--- config.mk ---
export PLATFORM = sky130hd
export DESIGN_NAME = infix_expression_evaluator
export DESIGN_NICKNAME = d
export VERILOG_FILES = /design/src/hw/rtl/iee_pkg.sv /design/src/hw/rtl/iee_alu.sv /design/src/hw/rtl/infix_expression_evaluator.sv
export SDC_FILE = /design/constraint.sdc
export NUM_CORES = 2
export LEC_CHECK = 0
export BUFFER_PORTS_ARGS = -buffer_cell sky130_fd_sc_hd__buf_4
export CAP_MARGIN = 20
export CORE_ASPECT_RATIO = 0.9
export CORE_UTILIZATION = 55
export DETAILED_ROUTE_END_ITERATION = 8
export GPL_ROUTABILITY_DRIVEN = 0
export GPL_TIMING_DRIVEN = 1
export HOLD_SLACK_MARGIN = 0.15
export MAX_ROUTING_LAYER = met4
export PLACE_DENSITY_LB_ADDON = 0.2
export RECOVER_POWER = 100
export SLEW_MARGIN = 30
export SYNTH_ARGS = -nofsm -noshare
export SYNTH_HDL_FRONTEND = slang
export SYNTH_SLANG_ARGS = --single-unit
--- constraint.sdc ---
create_clock -name clk -period 28.1 [get_ports clk]
set_clock_uncertainty 0.15 [all_clocks]
set_input_delay 7.025 -clock clk [delete_from_list [all_inputs] [get_ports clk]]
set_output_delay 7.025 -clock clk [all_outputs]
set_load 0.03 [all_outputs]
--- src/hw/rtl/iee_pkg.sv ---
// Shared types and constants for the infix expression evaluator.
package iee_pkg;

  typedef enum logic [2:0] {
    OP_END  = 3'd0,
    OP_LPAR = 3'd1,
    OP_ADD  = 3'd2,
    OP_SUB  = 3'd3,
    OP_MUL  = 3'd4,
    OP_DIV  = 3'd5
  } op_code_t;

  typedef enum logic [2:0] {
    ERR_NONE     = 3'd0,
    ERR_DIV_ZERO = 3'd1,
    ERR_OVERFLOW = 3'd2,
    ERR_OPERAND  = 3'd3,
    ERR_BAD_CHAR = 3'd4,
    ERR_BRACKETS = 3'd5
  } err_code_t;

  localparam logic [7:0] CH_END  = 8'h23;
  localparam logic [7:0] CH_LPAR = 8'h28;
  localparam logic [7:0] CH_RPAR = 8'h29;
  localparam logic [7:0] CH_MUL  = 8'h2a;
  localparam logic [7:0] CH_ADD  = 8'h2b;
  localparam logic [7:0] CH_SUB  = 8'h2d;
  localparam logic [7:0] CH_DIV  = 8'h2f;
  localparam logic [7:0] CH_ZERO = 8'h30;
  localparam logic [7:0] CH_NINE = 8'h39;

  typedef struct packed {
    logic     start;
    op_code_t op;
    logic [31:0] a;
    logic [31:0] b;
  } alu_req_t;

  typedef struct packed {
    logic        done;
    logic        div_zero;
    logic [31:0] result;
  } alu_rsp_t;

  function automatic logic [31:0] sat32(input logic signed [65:0] v);
    logic [31:0] r;
    if (v > 66'sd2147483647) r = 32'h7fffffff;
    else if (v < -66'sd2147483648) r = 32'h80000000;
    else r = v[31:0];
    return r;
  endfunction

endpackage

--- src/hw/rtl/iee_alu.sv ---
// Shared multi-cycle arithmetic unit: add, subtract, multiply and restoring divide.
module iee_alu
  import iee_pkg::*;
#(
  parameter int FRAC_BITS = 16
) (
  input  logic     clk,
  input  logic     rst,
  input  alu_req_t req,
  output alu_rsp_t rsp
);

  localparam int QW = 32 + FRAC_BITS;
  localparam int CW = $clog2(QW + 1);

  typedef enum logic [1:0] {S_IDLE, S_MUL, S_DIV, S_FIN} state_t;

  state_t            state;
  logic signed [31:0] a;
  logic signed [31:0] b;
  logic              neg;
  logic [QW-1:0]     quo;
  logic [32:0]       rem;
  logic [31:0]       dvs;
  logic [CW-1:0]     cnt;
  logic signed [65:0] prod;
  logic [32:0]       rem_sh;
  logic [33:0]       trial;
  logic [63:0]       mag;
  logic signed [65:0] wide;

  assign rem_sh = {rem[31:0], quo[QW-1]};
  assign trial  = {1'b0, rem_sh} - {2'b0, dvs};

  always_comb begin
    mag = 64'(quo);
    wide = neg ? -$signed({2'b0, mag}) : $signed({2'b0, mag});
  end

  always_ff @(posedge clk) begin
    if (rst) begin
      state <= S_IDLE;
      rsp   <= '0;
    end else begin
      rsp.done <= 1'b0;
      case (state)
        S_IDLE: begin
          if (req.start) begin
            a  <= req.a;
            b  <= req.b;
            rsp.div_zero <= 1'b0;
            case (req.op)
              OP_ADD: begin
                rsp.result <= sat32(66'($signed(req.a)) + 66'($signed(req.b)));
                rsp.done   <= 1'b1;
              end
              OP_SUB: begin
                rsp.result <= sat32(66'($signed(req.a)) - 66'($signed(req.b)));
                rsp.done   <= 1'b1;
              end
              OP_MUL: state <= S_MUL;
              default: begin
                if (req.b == '0) begin
                  rsp.div_zero <= 1'b1;
                  rsp.done     <= 1'b1;
                end else begin
                  neg <= req.a[31] ^ req.b[31];
                  quo <= QW'({req.a[31] ? 32'(-req.a) : req.a}) << FRAC_BITS;
                  dvs <= req.b[31] ? 32'(-req.b) : req.b;
                  rem <= '0;
                  cnt <= CW'(QW);
                  state <= S_DIV;
                end
              end
            endcase
          end
        end
        S_MUL: begin
          prod  <= 66'(a * b);
          state <= S_FIN;
        end
        S_FIN: begin
          if (prod < 0) rsp.result <= sat32(-((-prod) >>> FRAC_BITS));
          else rsp.result <= sat32(prod >>> FRAC_BITS);
          rsp.done <= 1'b1;
          state    <= S_IDLE;
        end
        S_DIV: begin
          if (cnt == '0) begin
            rsp.result <= sat32(wide);
            rsp.done   <= 1'b1;
            state      <= S_IDLE;
          end else begin
            if (!trial[33]) begin
              rem <= trial[32:0];
              quo <= {quo[QW-2:0], 1'b1};
            end else begin
              rem <= rem_sh;
              quo <= {quo[QW-2:0], 1'b0};
            end
            cnt <= cnt - 1'b1;
          end
        end
        default: state <= S_IDLE;
      endcase
    end
  end

endmodule

--- src/hw/rtl/infix_expression_evaluator.sv ---
// Top level: two-stack infix evaluator with a shared arithmetic unit.
// Digits and brackets are handled in the decide step; each reduction goes through the shared
// arithmetic unit (add/sub, multiply, or divide at one quotient bit a cycle).
// One item at a time; in_ready is low while the sequencer works or a result waits.
// Synchronous reset empties both stacks and clears the error; stacks need no clearing pass.
module infix_expression_evaluator
  import iee_pkg::*;
#(
  parameter int STACK_DEPTH = 16,
  parameter int FRAC_BITS   = 16
) (
  input  logic        clk,
  input  logic        rst,
  input  logic        in_valid,
  output logic        in_ready,
  input  logic [7:0]  symbol,
  output logic        out_valid,
  input  logic        out_ready,
  output logic signed [31:0] value,
  output logic [2:0]  error_code
);

  localparam int CW = $clog2(STACK_DEPTH + 1);
  localparam int AW = (STACK_DEPTH > 1) ? $clog2(STACK_DEPTH) : 1;

  typedef enum logic [2:0] {S_IDLE, S_DECIDE, S_RD, S_WAIT, S_OUT} state_t;

  state_t    state;
  op_code_t  opstk [STACK_DEPTH];
  logic [31:0] valstk [STACK_DEPTH];
  logic [CW-1:0] opc;
  logic [CW-1:0] vc;
  logic [2:0]  err;
  logic [7:0]  sym;
  op_code_t    code;
  alu_req_t    req;
  alu_rsp_t    rsp;
  op_code_t    top;
  logic        defer;

  always_comb begin
    if (opc == '0) top = OP_END;
    else top = opstk[AW'(opc - 1'b1)];
    if (code == OP_ADD || code == OP_SUB) defer = (top != OP_END && top != OP_LPAR);
    else defer = (top == OP_MUL || top == OP_DIV);
  end

  iee_alu #(.FRAC_BITS(FRAC_BITS)) u_alu (.clk(clk), .rst(rst), .req(req), .rsp(rsp));

  assign in_ready = (state == S_IDLE);

  always_ff @(posedge clk) begin
    if (rst) begin
      state     <= S_IDLE;
      opc       <= CW'(1);
      vc        <= '0;
      err       <= ERR_NONE;
      out_valid <= 1'b0;
      req.start <= 1'b0;
      opstk[0]  <= OP_END;
    end else begin
      req.start <= 1'b0;
      case (state)
        S_IDLE: begin
          if (in_valid) begin
            sym <= symbol;
            case (symbol)
              CH_ADD: code <= OP_ADD;
              CH_SUB: code <= OP_SUB;
              CH_MUL: code <= OP_MUL;
              default: code <= OP_DIV;
            endcase
            state <= S_DECIDE;
          end
        end
        S_DECIDE: begin
          state <= S_IDLE;
          if (sym == CH_END) begin
            if (err != ERR_NONE) begin
              state <= S_OUT;
            end else if (top == OP_LPAR) begin
              err <= ERR_BRACKETS;
              state <= S_OUT;
            end else if (top != OP_END) begin
              state <= S_RD;
            end else begin
              if (vc != CW'(1)) err <= ERR_OPERAND;
              state <= S_OUT;
            end
          end else if (err != ERR_NONE) begin
            state <= S_IDLE;
          end else if (sym >= CH_ZERO && sym <= CH_NINE) begin
            if (vc >= CW'(STACK_DEPTH)) err <= ERR_OVERFLOW;
            else begin
              valstk[AW'(vc)] <= sat32(66'(sym - CH_ZERO) <<< FRAC_BITS);
              vc <= vc + 1'b1;
            end
          end else if (sym == CH_LPAR) begin
            if (opc >= CW'(STACK_DEPTH)) err <= ERR_OVERFLOW;
            else begin
              opstk[AW'(opc)] <= OP_LPAR;
              opc <= opc + 1'b1;
            end
          end else if (sym == CH_RPAR) begin
            if (top == OP_LPAR) opc <= opc - 1'b1;
            else if (top == OP_END) err <= ERR_BRACKETS;
            else state <= S_RD;
          end else if (sym == CH_ADD || sym == CH_SUB || sym == CH_MUL || sym == CH_DIV) begin
            if (defer) state <= S_RD;
            else if (opc >= CW'(STACK_DEPTH)) err <= ERR_OVERFLOW;
            else begin
              opstk[AW'(opc)] <= code;
              opc <= opc + 1'b1;
            end
          end else begin
            err <= ERR_BAD_CHAR;
          end
        end
        S_RD: begin
          if (opc > CW'(1)) opc <= opc - 1'b1;
          if (vc < CW'(2) || vc > CW'(STACK_DEPTH)) begin
            err <= ERR_OPERAND;
            state <= (sym == CH_END) ? S_OUT : S_IDLE;
          end else begin
            req.start <= 1'b1;
            req.op <= top;
            req.a  <= valstk[AW'(vc - CW'(2))];
            req.b  <= valstk[AW'(vc - 1'b1)];
            state  <= S_WAIT;
          end
        end
        S_WAIT: begin
          if (rsp.done) begin
            if (rsp.div_zero) begin
              err <= ERR_DIV_ZERO;
              state <= (sym == CH_END) ? S_OUT : S_IDLE;
            end else begin
              vc <= vc - 1'b1;
              valstk[AW'(vc - CW'(2))] <= rsp.result;
              state <= S_DECIDE;
            end
          end
        end
        S_OUT: begin
          if (!out_valid) begin
            out_valid  <= 1'b1;
            error_code <= err;
            value      <= (err == ERR_NONE) ? valstk[0] : '0;
          end else if (out_ready) begin
            out_valid <= 1'b0;
            opc   <= CW'(1);
            vc    <= '0;
            err   <= ERR_NONE;
            state <= S_IDLE;
          end
        end
        default: state <= S_IDLE;
      endcase
    end
  end

`ifndef SYNTHESIS
  a_ready_idle: assert property (@(posedge clk) disable iff (rst)
    out_valid |-> !in_ready) else $error("input taken while result pending");
  a_opc_range: assert property (@(posedge clk) disable iff (rst)
    opc >= CW'(1) && opc <= CW'(STACK_DEPTH)) else $error("operator count out of range");
  a_vc_range: assert property (@(posedge clk) disable iff (rst)
    vc <= CW'(STACK_DEPTH)) else $error("operand count out of range");
  a_err_ok: assert property (@(posedge clk) disable iff (rst)
    out_valid && error_code != ERR_NONE |-> value == '0) else $error("value on error");
`endif

endmodule
==> results.py <==
metrics = {
    "sta": {
        "hold_viol_final": 0,
        "fmax_ghz": 0.0754,
        "worst_slack_ns": 14.84,
        "fin_crit_ns": 13.26,
        "setup_violations": 0,
        "slew_headroom_pct": -165,
        "finalMaxSlewViolations": 1491,
        "period_share_pct": 47.2,
        "rsz0062_at_grt": "false",
        "tns_ns": 0,
        "tightest_slew_ns": 3.98,
    },
    "cts": {
        "root_buffer": "clkbuf_16",
        "tritoncts": "yes",
        "path_clk_slew_ns": 0.06,
        "cts_buffers": 95,
        "cts-resized-gates": 0,
        "worstSkewPairLatency_ns": 0.74,
        "cts_num_sinks": 974,
        "postCtsSetupRepairBufs": 0,
        "cts_max_path_buffers": 3,
        "cts_hold_buf": 0,
        "h-tree-depth": 3,
    },
    "run": {
        "maxCapViolations": 44,
    },
    "placed_design": {
        "pre_cts_slack_ns": 17.93,
        "dp_cells": 9635,
        "post-dp-hpwl_mm": 169,
        "port_buffers": 48,
    },
    "logic_synthesis": {
        "synth_area_per_cell_um2": 11.3,
        "yosys_warnings": 0,
        "seq_area_frac_synth_pct": 32.8,
        "yosysUniqueCellTypes": 95,
        "yosys.area.top_type": "edfxtp_1",
        "synth_area_um2": 87500,
        "synth_top_area_share_pct": 31.6,
        "yosys_most_used_dff": "edfxtp_1",
        "ys_ff_latch": 974,
        "syn_inst": 7767,
        "yosysMostFrequentCell": "inv_1",
        "async_flop_share_pct": 0,
        "postSynthNetCount": 9162,
        "synth_edf_count": 920,
        "synth_commonest_cells": "inv_1 (1286), fa_1 (1085), edfxtp_1 (920)",
        "synthTopCellsByArea": "edfxtp_1 (32%), fa_1 (25%), mux4_2 (8.5%), inv_1 (5.5%), ha_1 (4.3%)",
    },
    "worst_setup_path": {
        "endpoint_kind": "flop",
        "start_kind": "input port",
        "crit_required_ns": 28.24,
        "crit_path_max_fanout": 65,
        "slowest_stage": "clkbuf_1",
        "crit_type": "in2reg",
        "crit_top_cell": "clkbuf_1",
        "cp.arrival_ns": 13.40,
        "critPathMaxStageDelay_ns": 2.75,
        "cp_cell_sequence": "clkbuf_1, clkbuf_1, nor3_2, clkbuf_1, and3b_1, clkbuf_1",
        "crit_buf_inv": 4,
        "cp_top_family": "buffers and inverters",
    },
    "floorplan": {
        "die_area_um2": 161000,
        "start_util_pct": 55.5,
        "coreArea_um2": 158000,
        "rows": 138,
        "dieHeight_um": 380,
        "pin_count": 49,
        "die_w_um": 422,
    },
    "final_layout": {
        "nFillCells": 12800,
        "fin_nets": 9028,
        "syn2layout_area_growth_pct": 6.10,
        "drive_gt1_share_pct": 8.20,
        "regArea_um2": 28700,
        "final_cells": 9812,
        "multi_input_area_um2": 52500,
        "final_core_util_pct": 58.9,
    },
    "detailed_routing": {
        "vias_per_cell": 6.01,
        "drt_iter0_drc": 5159,
        "routed_wl_mm": 226,
        "drc": 0,
        "dr_total_vias": 59000,
        "drt_first_pass_iters": 6,
        "post_drt_wl_per_cell_um": 23.0,
        "detail-route-antenna-nets": 0,
    },
    "status": {
        "violations": "max-capacitance violations, max-slew violations",
        "status": "finished, violations left",
    },
    "grt": {
        "grt_overflow_total": 0,
        "grt_pass1_vias": 60900,
        "grt_max_degree": 128,
        "grt_usage_pct": 29.8,
        "grt_pass1_wl_mm": 359,
        "grt_antenna_before_repair": 8,
    },
    "power_and_ir_drop": {
        "irDropWorstVdd_v": 0.0000585,
        "powerDensity_nw_per_um2": 31.6,
        "p_leak_nw": 37.1,
    },
    "hold_path": {
        "hold_class": "reg2reg",
    },
}
## worst paths after layout
check / slack, ns / startpoint / cells past startpoint / end
max: 14.84 / rst / 6 / u_alu.dvs[8]$_DFFE_PP_
min: 0.36 / err[2]$_SDFFE_PP0P_ / 2 / err[2]$_SDFFE_PP0P_
max reg2reg: 17.38 / vc[0]$_SDFFE_PP0P_ / 6 / req[28]$_DFFE_PP_
min reg2reg: 0.36 / err[2]$_SDFFE_PP0P_ / 2 / err[2]$_SDFFE_PP0P_
## cells by family (layout without fill, tap and decap cells)
group           after synthesis  after routing  synth area share [%]
xor+xnor                    277            277                  2.77
fa+ha+maj                  1383           1383                  29.1
simple gates               2162           2162                  12.4
compound gates              911            911                  6.71
other cells                   0              2                     0
buf+inv                    1696           1639                  7.31
flops                       974            974                  32.8
mux                         364            364                  8.92
## final cells by class
| type | count | area share (%) |
|---|---|---|
| well taps | 2100 | 2.83 |
| flip-flops and latches | 974 | 30.9 |
| inverters | 1287 | 5.20 |
| multi-input cells | 5097 | 56.6 |
| repair buffers | 178 | 1.09 |
| clock buffers | 108 | 2.64 |
| diodes | 2 | 0.00539 |
| clock inverters | 66 | 0.759 |
## per-layer routing
layer	vias up	wire length, um	global-route usage (%)
met3	447	18600	3.97
li1	25600	-	-
met2	2602	108000	46.5
met1	30300	91800	40.8
met4	0	7780	9.56
met5	-	0	-
## registers in the layout, indices dropped and copies added (netlist names), 34 cells and up
register and flops:
opstk 48, req 68, u_alu.prod 64, u_alu.quo 48, u_alu.rsp 34, valstk 512
## cell usage in the layout, fill, tap and decap left out, types with 34 or more instances in the layout
cell / count
mux4_2: 332
and2_1: 535
xnor2_1: 173
nor2_1: 339
nor3_1: 100
xor2_1: 101
fa_1: 1085
nand4_1: 34
ha_1: 297
edfxtp_1: 920
a21o_1: 81
buf_4: 85
nand2_1: 717
a211oi_1: 45
inv_1: 1285
clkbuf_16: 96
o21ai_0: 206
a21oi_1: 237
nand3_1: 77
nor2b_1: 36
o31ai_1: 41
dfxtp_1: 54
a31oi_1: 40
nand2b_1: 46
or3_1: 57
clkbuf_1: 102
and2_0: 56
## worst reg2reg max path: cells and delay by family (launching register included)
family / cells / cell delay (ns)
adder cells (fa/ha/maj): 1 / 1.38
buffers and inverters: 3 / 5.24
flip-flops: 1 / 2.32
multiplexers: 2 / 1.33
## through the flow
| stage | hold slack, ns | power, mW | cell area (um2) |
|---|---|---|---|
| after global placement | 0.347 | 1.66 | 90200 |
| final | 0.362 | 2.93 | 92900 |
| after global routing | 0.381 | 3.00 | 92900 |
| after CTS | 0.365 | 2.95 | 93400 |
| after floorplan | 0.303 | 1.64 | 87500 |
| after detailed placement | 0.348 | 1.66 | 90300 |
## power by group
| part | switching [mW] | internal [mW] | leakage [nW] |
|---|---|---|---|
| sequential | 0.00226 | 1.57 | 8.47 |
| clock | 0.582 | 0.725 | 1.52 |
| combinational | 0.0307 | 0.0210 | 27.1 |
Note: power is estimated with default switching activity, not from simulation.
